File: src/rtl/core/swab_pkg.sv
// ---------------------------------------------------------------------------
// swab_pkg: shared types and constants
// Field widths, register indexes, ring beat types and the sequencer states
// used across the airtime budget block.
// ---------------------------------------------------------------------------
`default_nettype none

package swab_pkg;

  // Field widths
  localparam int TIME_W   = 32;
  localparam int LEN_W    = 16;
  localparam int USED_W   = 21;
  localparam int BUDGET_W = 22;
  localparam int CFG_IDX_W  = 2;
  localparam int CFG_DATA_W = 32;

  // Usage output saturates here
  localparam logic [USED_W-1:0] USED_MAX = {USED_W{1'b1}};

  // Command codes
  localparam logic CMD_RECORD = 1'b0;
  localparam logic CMD_QUERY  = 1'b1;

  // Configuration register indexes
  localparam logic [CFG_IDX_W-1:0] REG_WINDOW = 2'd0;
  localparam logic [CFG_IDX_W-1:0] REG_BUDGET = 2'd1;

  // Register reset values
  localparam logic [TIME_W-1:0]   WINDOW_RST = 32'd3600000;
  localparam logic [BUDGET_W-1:0] BUDGET_RST = 22'd36000;

  // One ring record
  typedef struct packed {
    logic [TIME_W-1:0] stamp;
    logic [LEN_W-1:0]  length;
  } ring_rec_t;

  // Ring write request
  typedef struct packed {
    logic      en;
    ring_rec_t rec;
  } ring_wr_t;

  // Sequencer states
  typedef enum logic [1:0] {
    ST_IDLE,
    ST_SUM,
    ST_DRAIN,
    ST_FINISH
  } state_t;

endpackage

`default_nettype wire

File: src/rtl/core/swab_cfg_if.sv
// ---------------------------------------------------------------------------
// swab_cfg_if: configuration write channel
// Valid/ready channel carrying a register index and write data.
// ---------------------------------------------------------------------------
`default_nettype none

interface swab_cfg_if;
  logic                           valid;
  logic                           ready;
  logic [swab_pkg::CFG_IDX_W-1:0]  index;
  logic [swab_pkg::CFG_DATA_W-1:0] data;

  modport source (output valid, output index, output data, input ready);
  modport sink   (input valid, input index, input data, output ready);
endinterface

`default_nettype wire

File: src/rtl/core/swab_in_if.sv
// ---------------------------------------------------------------------------
// swab_in_if: command channel
// Valid/ready channel carrying one record or query command per beat.
// ---------------------------------------------------------------------------
`default_nettype none

interface swab_in_if;
  logic                       valid;
  logic                       ready;
  logic                       cmd;
  logic [swab_pkg::TIME_W-1:0] now_ms;
  logic [swab_pkg::LEN_W-1:0]  duration_ms;

  modport source (output valid, output cmd, output now_ms, output duration_ms, input ready);
  modport sink   (input valid, input cmd, input now_ms, input duration_ms, output ready);
endinterface

`default_nettype wire

File: src/rtl/core/swab_out_if.sv
// ---------------------------------------------------------------------------
// swab_out_if: usage report channel
// Valid/ready channel carrying one usage report per beat.
// ---------------------------------------------------------------------------
`default_nettype none

interface swab_out_if;
  logic                         valid;
  logic                         ready;
  logic [swab_pkg::USED_W-1:0]   used_ms;
  logic [swab_pkg::BUDGET_W-1:0] remaining_ms;
  logic                         exhausted;
  logic                         warning;

  modport source (output valid, output used_ms, output remaining_ms, output exhausted,
                  output warning, input ready);
  modport sink   (input valid, input used_ms, input remaining_ms, input exhausted,
                  input warning, output ready);
endinterface

`default_nettype wire

File: src/rtl/core/sliding_window_airtime_budget.sv
// ---------------------------------------------------------------------------
// sliding_window_airtime_budget: sliding window duty cycle limiter
// Records transmissions in a ring and, for every command, sums the
// durations of the records younger than the window and reports usage
// against the airtime budget.
// ---------------------------------------------------------------------------
//   channel  dir  beat contents
//   cfg      in   index, data          register write, always ready
//   req      in   cmd, now_ms, duration_ms
//   rsp      out  used_ms, remaining_ms, exhausted, warning
//
// Between the accepting edge and the edge that loads the report, a command
// reads each filled ring slot in turn (filled counted after the command; a
// query on an empty ring skips the reads), then drains the read and
// accumulate stages, then takes the final step.
// req is ready only while the sequencer is idle, so a new command is not
// taken until the last one's report is loaded. A report waiting on rsp does
// not block the next command; the sequencer holds its final step until the
// report register is free. Reset is synchronous; it empties the ring and
// restores the registers.
// ---------------------------------------------------------------------------
`default_nettype none

module sliding_window_airtime_budget #(
  parameter int RING_ENTRIES = 32
) (
  input wire          clk,
  input wire          rst,
  swab_cfg_if.sink    cfg,
  swab_in_if.sink     req,
  swab_out_if.source  rsp
);
  import swab_pkg::*;

  localparam int IDX_W = $clog2(RING_ENTRIES);
  localparam int CNT_W = $clog2(RING_ENTRIES + 1);
  localparam int SUM_W = LEN_W + CNT_W;
  localparam int CMP_W = ((SUM_W > BUDGET_W) ? SUM_W : BUDGET_W) + 3;

  // Configuration registers
  logic [TIME_W-1:0]   window;
  logic [BUDGET_W-1:0] budget;

  // Sequencer
  state_t state;
  state_t state_next;
  logic   req_ready;
  logic   rd_en;
  logic   load_out;
  logic   accept;
  logic   last_rd;

  // Datapath
  logic [TIME_W-1:0] now_q;
  logic [IDX_W-1:0]  rd_idx;
  logic              rd_vld;
  logic              hit_vld;
  logic [LEN_W-1:0]  hit_len;
  logic [SUM_W-1:0]  acc;
  logic [TIME_W-1:0] age;
  ring_wr_t          ring_wr;
  ring_rec_t         rd_data;
  logic [CNT_W-1:0]  filled;

  // Report
  logic [CMP_W-1:0]    acc_ext;
  logic [CMP_W-1:0]    budget_ext;
  logic                exhausted_c;
  logic                warning_c;
  logic [USED_W-1:0]   used_c;
  logic [BUDGET_W-1:0] remaining_c;
  logic                out_valid;
  logic [USED_W-1:0]   out_used;
  logic [BUDGET_W-1:0] out_remaining;
  logic                out_exhausted;
  logic                out_warning;

  assign cfg.ready = 1'b1;

  // Take register writes; unknown indexes drop
  always_ff @(posedge clk) begin
    if (rst) begin
      window <= WINDOW_RST;
      budget <= BUDGET_RST;
    end else if (cfg.valid) begin
      unique case (cfg.index)
        REG_WINDOW: window <= cfg.data;
        REG_BUDGET: budget <= cfg.data[BUDGET_W-1:0];
        default: ;
      endcase
    end
  end

  assign accept  = req.valid && req_ready;
  assign last_rd = ((CNT_W'(rd_idx) + 1'b1) == filled);

  // Ring store
  assign ring_wr.en         = accept && (req.cmd == CMD_RECORD);
  assign ring_wr.rec.stamp  = req.now_ms;
  assign ring_wr.rec.length = req.duration_ms;

  swab_ring #(
    .RING_ENTRIES (RING_ENTRIES)
  ) u_ring (
    .clk     (clk),
    .rst     (rst),
    .wr      (ring_wr),
    .rd_en   (rd_en),
    .rd_addr (rd_idx),
    .rd_data (rd_data),
    .filled  (filled)
  );

  // Next state
  always_comb begin
    state_next = state;
    unique case (state)
      ST_IDLE: begin
        if (accept) begin
          state_next = (req.cmd == CMD_QUERY && filled == '0) ? ST_FINISH : ST_SUM;
        end
      end
      ST_SUM: begin
        if (last_rd) begin
          state_next = ST_DRAIN;
        end
      end
      ST_DRAIN: begin
        if (!rd_vld && !hit_vld) begin
          state_next = ST_FINISH;
        end
      end
      ST_FINISH: begin
        if (load_out) begin
          state_next = ST_IDLE;
        end
      end
      default: state_next = ST_IDLE;
    endcase
  end

  // Sequencer outputs
  always_comb begin
    req_ready = 1'b0;
    rd_en     = 1'b0;
    load_out  = 1'b0;
    unique case (state)
      ST_IDLE:   req_ready = 1'b1;
      ST_SUM:    rd_en     = 1'b1;
      ST_DRAIN:  ;
      ST_FINISH: load_out  = !out_valid || rsp.ready;
      default:   ;
    endcase
  end

  assign req.ready = req_ready;

  always_ff @(posedge clk) begin
    if (rst) begin
      state   <= ST_IDLE;
      rd_vld  <= 1'b0;
      hit_vld <= 1'b0;
    end else begin
      state   <= state_next;
      rd_vld  <= rd_en;
      hit_vld <= rd_vld;
    end
  end

  // Age of the entry just read
  assign age = now_q - rd_data.stamp;

  // Walk the ring: read, age compare, accumulate
  always_ff @(posedge clk) begin
    if (accept) begin
      now_q  <= req.now_ms;
      rd_idx <= '0;
    end else if (rd_en) begin
      rd_idx <= rd_idx + 1'b1;
    end
    hit_len <= (age < window) ? rd_data.length : '0;
    if (accept) begin
      acc <= '0;
    end else if (hit_vld) begin
      acc <= acc + SUM_W'(hit_len);
    end
  end

  // Report against the budget; warning is used*5 >= budget*4
  assign acc_ext     = CMP_W'(acc);
  assign budget_ext  = CMP_W'(budget);
  assign exhausted_c = (acc_ext >= budget_ext);
  assign warning_c   = ((acc_ext + (acc_ext << 2)) >= (budget_ext << 2));
  assign used_c      = (acc_ext > CMP_W'(USED_MAX)) ? USED_MAX : acc_ext[USED_W-1:0];
  assign remaining_c = exhausted_c ? '0 : BUDGET_W'(budget_ext - acc_ext);

  // Hold the report until the sink takes the beat
  always_ff @(posedge clk) begin
    if (rst) begin
      out_valid <= 1'b0;
    end else if (load_out) begin
      out_valid <= 1'b1;
    end else if (rsp.ready) begin
      out_valid <= 1'b0;
    end
  end

  always_ff @(posedge clk) begin
    if (load_out) begin
      out_used      <= used_c;
      out_remaining <= remaining_c;
      out_exhausted <= exhausted_c;
      out_warning   <= warning_c;
    end
  end

  assign rsp.valid        = out_valid;
  assign rsp.used_ms      = out_used;
  assign rsp.remaining_ms = out_remaining;
  assign rsp.exhausted    = out_exhausted;
  assign rsp.warning      = out_warning;

endmodule

`default_nettype wire

File: src/rtl/core/swab_ring.sv
// ---------------------------------------------------------------------------
// swab_ring: transmission record ring
// Holds the timestamp/duration records, the write slot and the fill count,
// and gives one registered read per cycle.
// ---------------------------------------------------------------------------
`default_nettype none

module swab_ring #(
  parameter int RING_ENTRIES = 32
) (
  input  wire                                   clk,
  input  wire                                   rst,
  input  wire swab_pkg::ring_wr_t               wr,
  input  wire                                   rd_en,
  input  wire  [$clog2(RING_ENTRIES)-1:0]       rd_addr,
  output swab_pkg::ring_rec_t                   rd_data,
  output logic [$clog2(RING_ENTRIES+1)-1:0]     filled
);
  import swab_pkg::*;

  localparam int IDX_W = $clog2(RING_ENTRIES);
  localparam int CNT_W = $clog2(RING_ENTRIES + 1);
  localparam logic [IDX_W-1:0] LAST_SLOT = IDX_W'(RING_ENTRIES - 1);
  localparam logic [CNT_W-1:0] FULL_CNT  = CNT_W'(RING_ENTRIES);

  ring_rec_t        mem [RING_ENTRIES];
  logic [IDX_W-1:0] write_slot;

  // Store the record and read one entry
  always_ff @(posedge clk) begin
    if (wr.en) begin
      mem[write_slot] <= wr.rec;
    end
    if (rd_en) begin
      rd_data <= mem[rd_addr];
    end
  end

  // Advance the write slot and count filled slots up to the ring size
  always_ff @(posedge clk) begin
    if (rst) begin
      write_slot <= '0;
      filled     <= '0;
    end else if (wr.en) begin
      write_slot <= (write_slot == LAST_SLOT) ? '0 : write_slot + 1'b1;
      if (filled != FULL_CNT) begin
        filled <= filled + 1'b1;
      end
    end
  end

endmodule

`default_nettype wire

File: src/flat_wrapper.sv
// flat-port wrapper written by rule: the top's interface ports become plain ports
module sliding_window_airtime_budget_flat import swab_pkg::*;
#(
  parameter int RING_ENTRIES = 32
)
  (clk, rst, cfg_valid, cfg_index, cfg_data, cfg_ready, req_valid, req_cmd, req_now_ms, req_duration_ms, req_ready, rsp_valid, rsp_used_ms, rsp_remaining_ms, rsp_exhausted, rsp_warning, rsp_ready);
  swab_cfg_if cfg_i ();
  swab_in_if req_i ();
  swab_out_if rsp_i ();
  input wire clk;
  input wire rst;
  input wire logic [$bits(cfg_i.valid)-1:0] cfg_valid;
  input wire logic [$bits(cfg_i.index)-1:0] cfg_index;
  input wire logic [$bits(cfg_i.data)-1:0] cfg_data;
  output wire logic [$bits(cfg_i.ready)-1:0] cfg_ready;
  input wire logic [$bits(req_i.valid)-1:0] req_valid;
  input wire logic [$bits(req_i.cmd)-1:0] req_cmd;
  input wire logic [$bits(req_i.now_ms)-1:0] req_now_ms;
  input wire logic [$bits(req_i.duration_ms)-1:0] req_duration_ms;
  output wire logic [$bits(req_i.ready)-1:0] req_ready;
  output wire logic [$bits(rsp_i.valid)-1:0] rsp_valid;
  output wire logic [$bits(rsp_i.used_ms)-1:0] rsp_used_ms;
  output wire logic [$bits(rsp_i.remaining_ms)-1:0] rsp_remaining_ms;
  output wire logic [$bits(rsp_i.exhausted)-1:0] rsp_exhausted;
  output wire logic [$bits(rsp_i.warning)-1:0] rsp_warning;
  input wire logic [$bits(rsp_i.ready)-1:0] rsp_ready;
  assign cfg_i.valid = cfg_valid;
  assign cfg_i.index = cfg_index;
  assign cfg_i.data = cfg_data;
  assign cfg_ready = cfg_i.ready;
  assign req_i.valid = req_valid;
  assign req_i.cmd = req_cmd;
  assign req_i.now_ms = req_now_ms;
  assign req_i.duration_ms = req_duration_ms;
  assign req_ready = req_i.ready;
  assign rsp_valid = rsp_i.valid;
  assign rsp_used_ms = rsp_i.used_ms;
  assign rsp_remaining_ms = rsp_i.remaining_ms;
  assign rsp_exhausted = rsp_i.exhausted;
  assign rsp_warning = rsp_i.warning;
  assign rsp_i.ready = rsp_ready;
  sliding_window_airtime_budget #(.RING_ENTRIES(RING_ENTRIES)) u_core (.clk(clk), .rst(rst), .cfg(cfg_i), .req(req_i), .rsp(rsp_i));
endmodule
File: config.mk
export PLATFORM = sky130hd
export DESIGN_NAME = sliding_window_airtime_budget_flat
export DESIGN_NICKNAME = d
export VERILOG_FILES = /design/src/rtl/core/swab_pkg.sv /design/src/rtl/core/swab_cfg_if.sv /design/src/rtl/core/swab_in_if.sv /design/src/rtl/core/swab_out_if.sv /design/src/rtl/core/sliding_window_airtime_budget.sv /design/src/rtl/core/swab_ring.sv /design/src/flat_wrapper.sv
export SDC_FILE = /design/constraint.sdc
export NUM_CORES = 2
export LEC_CHECK = 0
export BUFFER_PORTS_ARGS = -buffer_cell sky130_fd_sc_hd__buf_2
export CAP_MARGIN = 30
export CORE_MARGIN = 1.5
export CORE_UTILIZATION = 59
export CTS_BUF_LIST = sky130_fd_sc_hd__clkbuf_8
export DETAILED_ROUTE_END_ITERATION = 10
export PLACE_DENSITY = 0.77
export SETUP_SLACK_MARGIN = 0.05
export SLEW_MARGIN = 5
export SYNTH_ARGS = -nofsm -noshare
export SYNTH_HDL_FRONTEND = slang
export SYNTH_SLANG_ARGS = --single-unit
File: constraint.sdc
create_clock -name clk -period 4.2 [get_ports clk]
set_input_delay 0.84 -clock clk [delete_from_list [all_inputs] [get_ports clk]]
set_output_delay 0.84 -clock clk [all_outputs]
set_load 0.01 [all_outputs]
# Yosys cells after proc, flatten, opt, wreduce, memory -nomap -nowiden
# Memory sizes are Yosys's and may differ from the RTL's. A register that Yosys moved wholly into a read port is not among the register bits.
# Cells that the tools add are included.
[word_totals]
reg_bits = 190
latchBits = 0
mem_bits_rw = 1536
mem_bits_ro = 0
in_bits = 88
output_inout_bits = 48
elab_cells = 71
n_memories = 1
[mem_list]
columns = ["memory", "depth", "width", "read_ports", "rd_clocked_by_memory_dff", "write_ports", "line", "rtl"]
rows = [
  ["u_core.u_ring.mem", 32, 48, 1, 1, 1, "swab_ring.sv:26", "ring_rec_t mem [RING_ENTRIES];"],
]
[op_classes]
n_addsub = 8
n_mul = 0
n_div = 0
order_cmp = 4
eq_ne = 11
shift = 0
muxes = 14
bitwise = 1
reduce_logical = 16
[op_table]
columns = ["operator", "count"]
rows = [
  ["$lt A32 B32 Y1", 1],
  ["$sub A32 B32 Y32", 1],
  ["$add A22 B24 Y25", 1],
  ["$ge A25 B24 Y1", 1],
  ["$add A22 B16 Y22", 1],
  ["$ge A22 B22 Y1", 1],
  ["$gt A22 B21 Y1 const B", 1],
  ["$sub A22 B22 Y22", 1],
  ["$add A5 B1 Y5 const B", 2],
  ["$mux W2", 5],
  ["$ne A2 B1 Y1 const B", 4],
  ["$pmux W2 S4", 1],
  ["$mux W1", 7],
  ["$add A5 B1 Y6 const B", 1],
  ["$add A6 B1 Y6 const B", 1],
  ["$eq A6 B6 Y1", 1],
  ["$logic_not A6 Y1", 1],
  ["$ne A6 B6 Y1 const B", 1],
  ["$reduce_and A2 Y1", 3],
  ["$eq A5 B5 Y1 const B", 1],
  ["$mux W5", 1],
  ["$eq A2 B1 Y1 const B", 2],
  ["$eq A2 B2 Y1 const B", 2],
  ["$logic_and A1 B1 Y1", 4],
  ["other kinds (6)", 9],
]

# Depth between registers and ports, before layout
[logic_depth]
word_depth = 6
mapped_depth = 21
ltp_nobuf = 20

# Modules after synthesis
# Synthesis repeated with hierarchy kept, for this count alone.
[hier_totals]
cells_unflattened = 4743
area_unflattened_um2 = 73505.5
[modules_own_cells]
columns = ["mod", "n_inst", "cells_each", "area_each_um2", "seq_area_each_um2"]
rows = [
  ["swab_ring", 1, 3431, 61749.2, 47785.8],
  ["sliding_window_airtime_budget", 1, 1312, 11756.3, 4354.2],
]

# Worst setup path after synthesis
# No wires, ideal clock.
[synth_path]
kind = "input to register"
startpoint = "in req_valid"
endpoint = "mem u_core.u_ring.mem[28][0] in the netlist's numbering, enable pin"
setup_ps = 454
arrival_ps = 3567
required_ps = 3746
path_slack_ps = 179
path_stages = 5
path_buffers = 1
path_cell_list = "and2_1 > nor2b_1 > clkbuf_1 > nand2_1 > nor2_1"
[synth_via]
elab_chain_len = 4
[synth_rtl]
columns = ["item", "line", "rtl"]
rows = [
  ["start, declared", "flat_wrapper.sv:16", "input wire logic [$bits(req_i.valid)-1:0] req_valid;"],
  ["$logic_and A1 B1 Y1", "sliding_window_airtime_budget.sv:94", "assign accept = req.valid && req_ready;"],
  ["$logic_and A1 B1 Y1", "sliding_window_airtime_budget.sv:98", "assign ring_wr.en = accept && (req.cmd == CMD_RECORD);"],
  ["$mux W1", "swab_ring.sv:31", "if (wr.en) begin"],
  ["$mux W1 (not written as such)", "swab_ring.sv:32", "mem[write_slot] <= wr.rec;"],
  ["end, declared", "swab_ring.sv:26", ""],
]
# No other way between the ends.

# Worst setup path in the final report
[layout_path]
startpoint = "reg u_core.now_q[7]"
endpoint = "reg u_core.hit_len[10]"
[layout_via]
elab_chain_len = 2
[layout_rtl]
columns = ["item", "line", "rtl"]
rows = [
  ["start, declared", "sliding_window_airtime_budget.sv:54", "logic [TIME_W-1:0] now_q;"],
  ["start signal, assigned", "sliding_window_airtime_budget.sv:176", "now_q <= req.now_ms;"],
  ["$sub A32 B32 Y32", "sliding_window_airtime_budget.sv:171", "assign age = now_q - rd_data.stamp;"],
  ["$lt A32 B32 Y1", "sliding_window_airtime_budget.sv:181", "hit_len <= (age < window) ? rd_data.length : '0;"],
  ["end signal, assigned", "sliding_window_airtime_budget.sv:181", ""],
  ["end, declared", "sliding_window_airtime_budget.sv:58", "logic [LEN_W-1:0] hit_len;"],
]
# No other way between the ends.
# A chain may end at the register's enable or synchronous reset.

==> flow_metrics.py <==
metrics = {
    "outcome": {
        "outcome": "complete, no violations",
    },
    "route": {
        "num_vias": 37800,
        "drtIter0Drc": 4894,
        "postRouteAntennaNets": 0,
        "route.detailed.drc": 0,
        "post_drt_wl_per_cell_um": 28.7,
        "firstDrtPassIters": 5,
        "vias_per_cell": 6.37,
        "drt_wl_total_um": 170000,
    },
    "global_route": {
        "use_met3_pct": 6.45,
        "grt_util_met1_pct": 39.5,
        "met2_usage_pct": 42.4,
        "grt-ovfl-total": 0,
        "grt-busiest-layer": "met2",
        "grt_max_degree": 91,
        "grt_pass1_vias": 37800,
        "grt_pass1_wl_um": 248000,
        "antenna_found_initial": 12,
        "grt_usage_pct": 27.5,
    },
    "power": {
        "p_leak_uw": 0.0270,
        "peakVddDrop_v": 0.000394,
        "switchingPower_uw": 12400,
        "clkPwrFrac_pct": 29.7,
        "combPwrFrac_pct": 25.0,
        "p_seq_share_pct": 45.3,
        "p_per_area_mw_per_mm2": 552,
        "swShare_pct": 27.7,
        "p_int_uw": 32500,
    },
    "synth": {
        "synth_fp_nets": 3944,
        "synth_area_mm2": 0.0722,
        "ys_warn_count": 0,
        "ys_ff_latch": 1774,
        "ys.flop_type": "edfxtp_1",
        "synth_common_cells": "1661 x edfxtp_1, 480 x mux4_2, 154 x ha_1",
        "postSynthCellCount": 3698,
        "avgSynthCellArea_um2": 19.5,
        "synth.area.top_cells": "edfxtp_1 69%, mux4_2 15%, dfxtp_1 3.1%",
        "synth_top_cell_area_share_pct": 69.1,
        "synth_edf_count": 1661,
        "synth_seq_area_share_pct": 72.3,
        "synth_top_area_cell": "edfxtp_1",
        "yosysUniqueCellTypes": 75,
        "yosysMostFrequentCell": "edfxtp_1",
        "async_flop_share_pct": 0,
    },
    "timing": {
        "fin_ws_ns": 0.142,
        "max_slew_margin_pct": 33.3,
        "setup_violations": 0,
        "fmax_ghz": 0.246,
        "hold_violations": 0,
        "fin_skew_ns": 0.0719,
        "period_share_pct": 96.6,
        "min_period_ns": 4.06,
        "slew_viol_final": 0,
        "tightest_slew_ns": 1.00,
    },
    "placement": {
        "place_ws_ns": 0.0277,
        "gp_congestion": 0.920,
        "portBuffers": 134,
        "dp_hpwl_um": 98500,
        "place_area_mm2": 0.0761,
    },
    "floorplanning": {
        "ioPinCount": 136,
        "start_util_pct": 59.4,
        "core.rowCount": 128,
        "die_w_um": 353,
        "die_area_mm2": 0.124,
        "die_h_um": 353,
        "coreArea_mm2": 0.122,
    },
    "clock_tree": {
        "clk_latency_ns": 0.99,
        "cts_tree": "done",
        "numCtsBuffers": 290,
        "clkSinkCount": 1774,
        "root_buffer": "clkbuf_8",
        "htreeDepth": 5,
        "clock_path_buffers": 4,
        "cts.reportedPaths.clkPinSlew_ns": 0.06,
    },
    "critical_path": {
        "startpoint_type": "flop",
        "critPathMaxFanout": 8,
        "cp-end-kind": "flop",
        "crit_type": "reg -> reg",
        "required_ns": 5.11,
        "worstPathArrival_ns": 4.97,
    },
    "finish": {
        "finalInstanceArea_mm2": 0.0815,
        "final_nets": 4344,
        "syn2layout_area_growth_pct": 12.9,
        "drive_gt1_share_pct": 28.3,
    },
    "worst_hold_path": {
        "hp-class": "in -> reg",
    },
    "flow_run": {
        "cap_violations": 0,
    },
}
cells in the final DEF, fill, tap and decap left out, types with 20 or more instances in the layout:
master,netlist,layout
buf_12,0,55
mux2_2,48,48
buf_4,3,67
and2_1,22,21
nand4_1,23,23
nor2_4,0,32
a21o_1,41,41
clkbuf_8,0,305
xnor2_1,55,55
nor3_1,23,20
nor2_1,150,117
a21oi_1,133,125
nand2_1,148,148
o21ai_0,37,35
clkinv_2,0,24
mux4_2,480,480
clkinv_1,2,57
dfxtp_1,113,108
inv_1,135,229
nand3_1,21,21
ha_1,154,149
edfxtp_1,1661,1661
xor2_1,30,30
buf_2,26,134
area by class of cell:
type | instances | area [um2]
antenna | 6 | 15.0
clock buffer | 305 | 4200
clock inverter | 187 | 850
fill | 7659 | 40100
inverter | 138 | 526
multi-input combinational | 1630 | 19300
sequential | 1774 | 52200
tap | 1625 | 2030
timing repair buffer | 264 | 2360
flip-flops by register name (all words and copies together), names as in the netlist:
signal and count:
u_core.u_ring.filled 6, u_core.rsp.used_ms 21, u_core.hit_len 16, u_core.u_ring.mem 1536
u_core.rsp.warning 1, u_core.rsp.valid 1, u_core.acc 22, u_core.rd_vld 1
u_core.now_q 32, u_core.u_ring.write_slot 5, u_core.budget 22, u_core.rsp.exhausted 1
u_core.hit_vld 1, u_core.state 2, u_core.rd_idx 5, u_core.rsp.remaining_ms 22
u_core.window 32, u_core.u_ring.rd_data 48
worst max-delay path, stage by stage (launching register included):
cell and delay [ns]:
edfxtp_1 0.37, ha_1 0.39, a2111oi_0 0.55, o21ai_1 0.14
or3b_4 0.30, a211oi_4 0.08, o31a_1 0.32, o21ai_1 0.13
a31oi_1 0.11, ha_1 0.29, a21o_1 0.17, a21oi_2 0.17
nand3b_1 0.11, a31oi_2 0.17, o22ai_2 0.12, nor3_4 0.26
buf_4 0.21, and2_1 0.12
per-stage QoR:
step / hold slack, ns / std cells / util (%) / setup TNS [ns] / total power (uW)
after global routing: 0.0490 / 5925 / 67.0 / -2.41 / 46900
after CTS: 0.00192 / 5917 / 66.8 / 0 / 45000
final: 0.0918 / 5929 / 67.0 / 0 / 44900
after global placement: 0.422 / 5418 / 62.6 / 0 / 31500
after detailed placement: 0.426 / 5419 / 62.6 / 0 / 31700
after floorplan: 0.420 / 3698 / - / 0 / 28800
worst paths after layout:
check,start,endpoint,slack (ns),depth (start not counted)
min,cfg_data[28],u_core.window[28],0.09,3
max,u_core.now_q[7],u_core.hit_len[10],0.14,17
max reg2reg,u_core.now_q[7],u_core.hit_len[10],0.14,17
min reg2reg,u_core.u_ring.rd_data[8],u_core.hit_len[8],0.44,1
per-layer routing:
| layer | part of all wire, % | wire (um) |
|---|---|---|
| met3 | 10 | 17400 |
| met5 | 0.032 | 55 |
| met4 | 3.1 | 5270 |
| met1 | 40 | 67200 |
| met2 | 47 | 80200 |
power groups by stage:
stage / Sequential, uW / Clock (uW) / Combinational (uW)
6_report: 20400 / 13300 / 11200
5_1_grt: 20400 / 14300 / 12100
4_1_cts: 20400 / 13600 / 11000
3_5_place_dp: 20700 / 0 / 11000
3_3_place_gp: 20700 / 0 / 10800
2_1_floorplan: 20600 / 0 / 8200
repair_timing:
action	in CTS	in global routing
gates cloned	0	1
pin swaps	1	22
setup endpoints to repair	12	17
gates resized for setup	0	43
endpoints found under the hold margin	6	0
hold buffers	6	0
buffers inserted	0	4
cell families after synthesis:
logic type | share of synthesized area (%)
buf+inv | 1.60
flops | 72.3
simple gates | 3.10
fa+ha+maj | 2.78
mux | 16.0
compound gates | 3.28
xor+xnor | 1.03
other cells | 0.00520
Note: power is estimated with default switching activity, not from simulation.
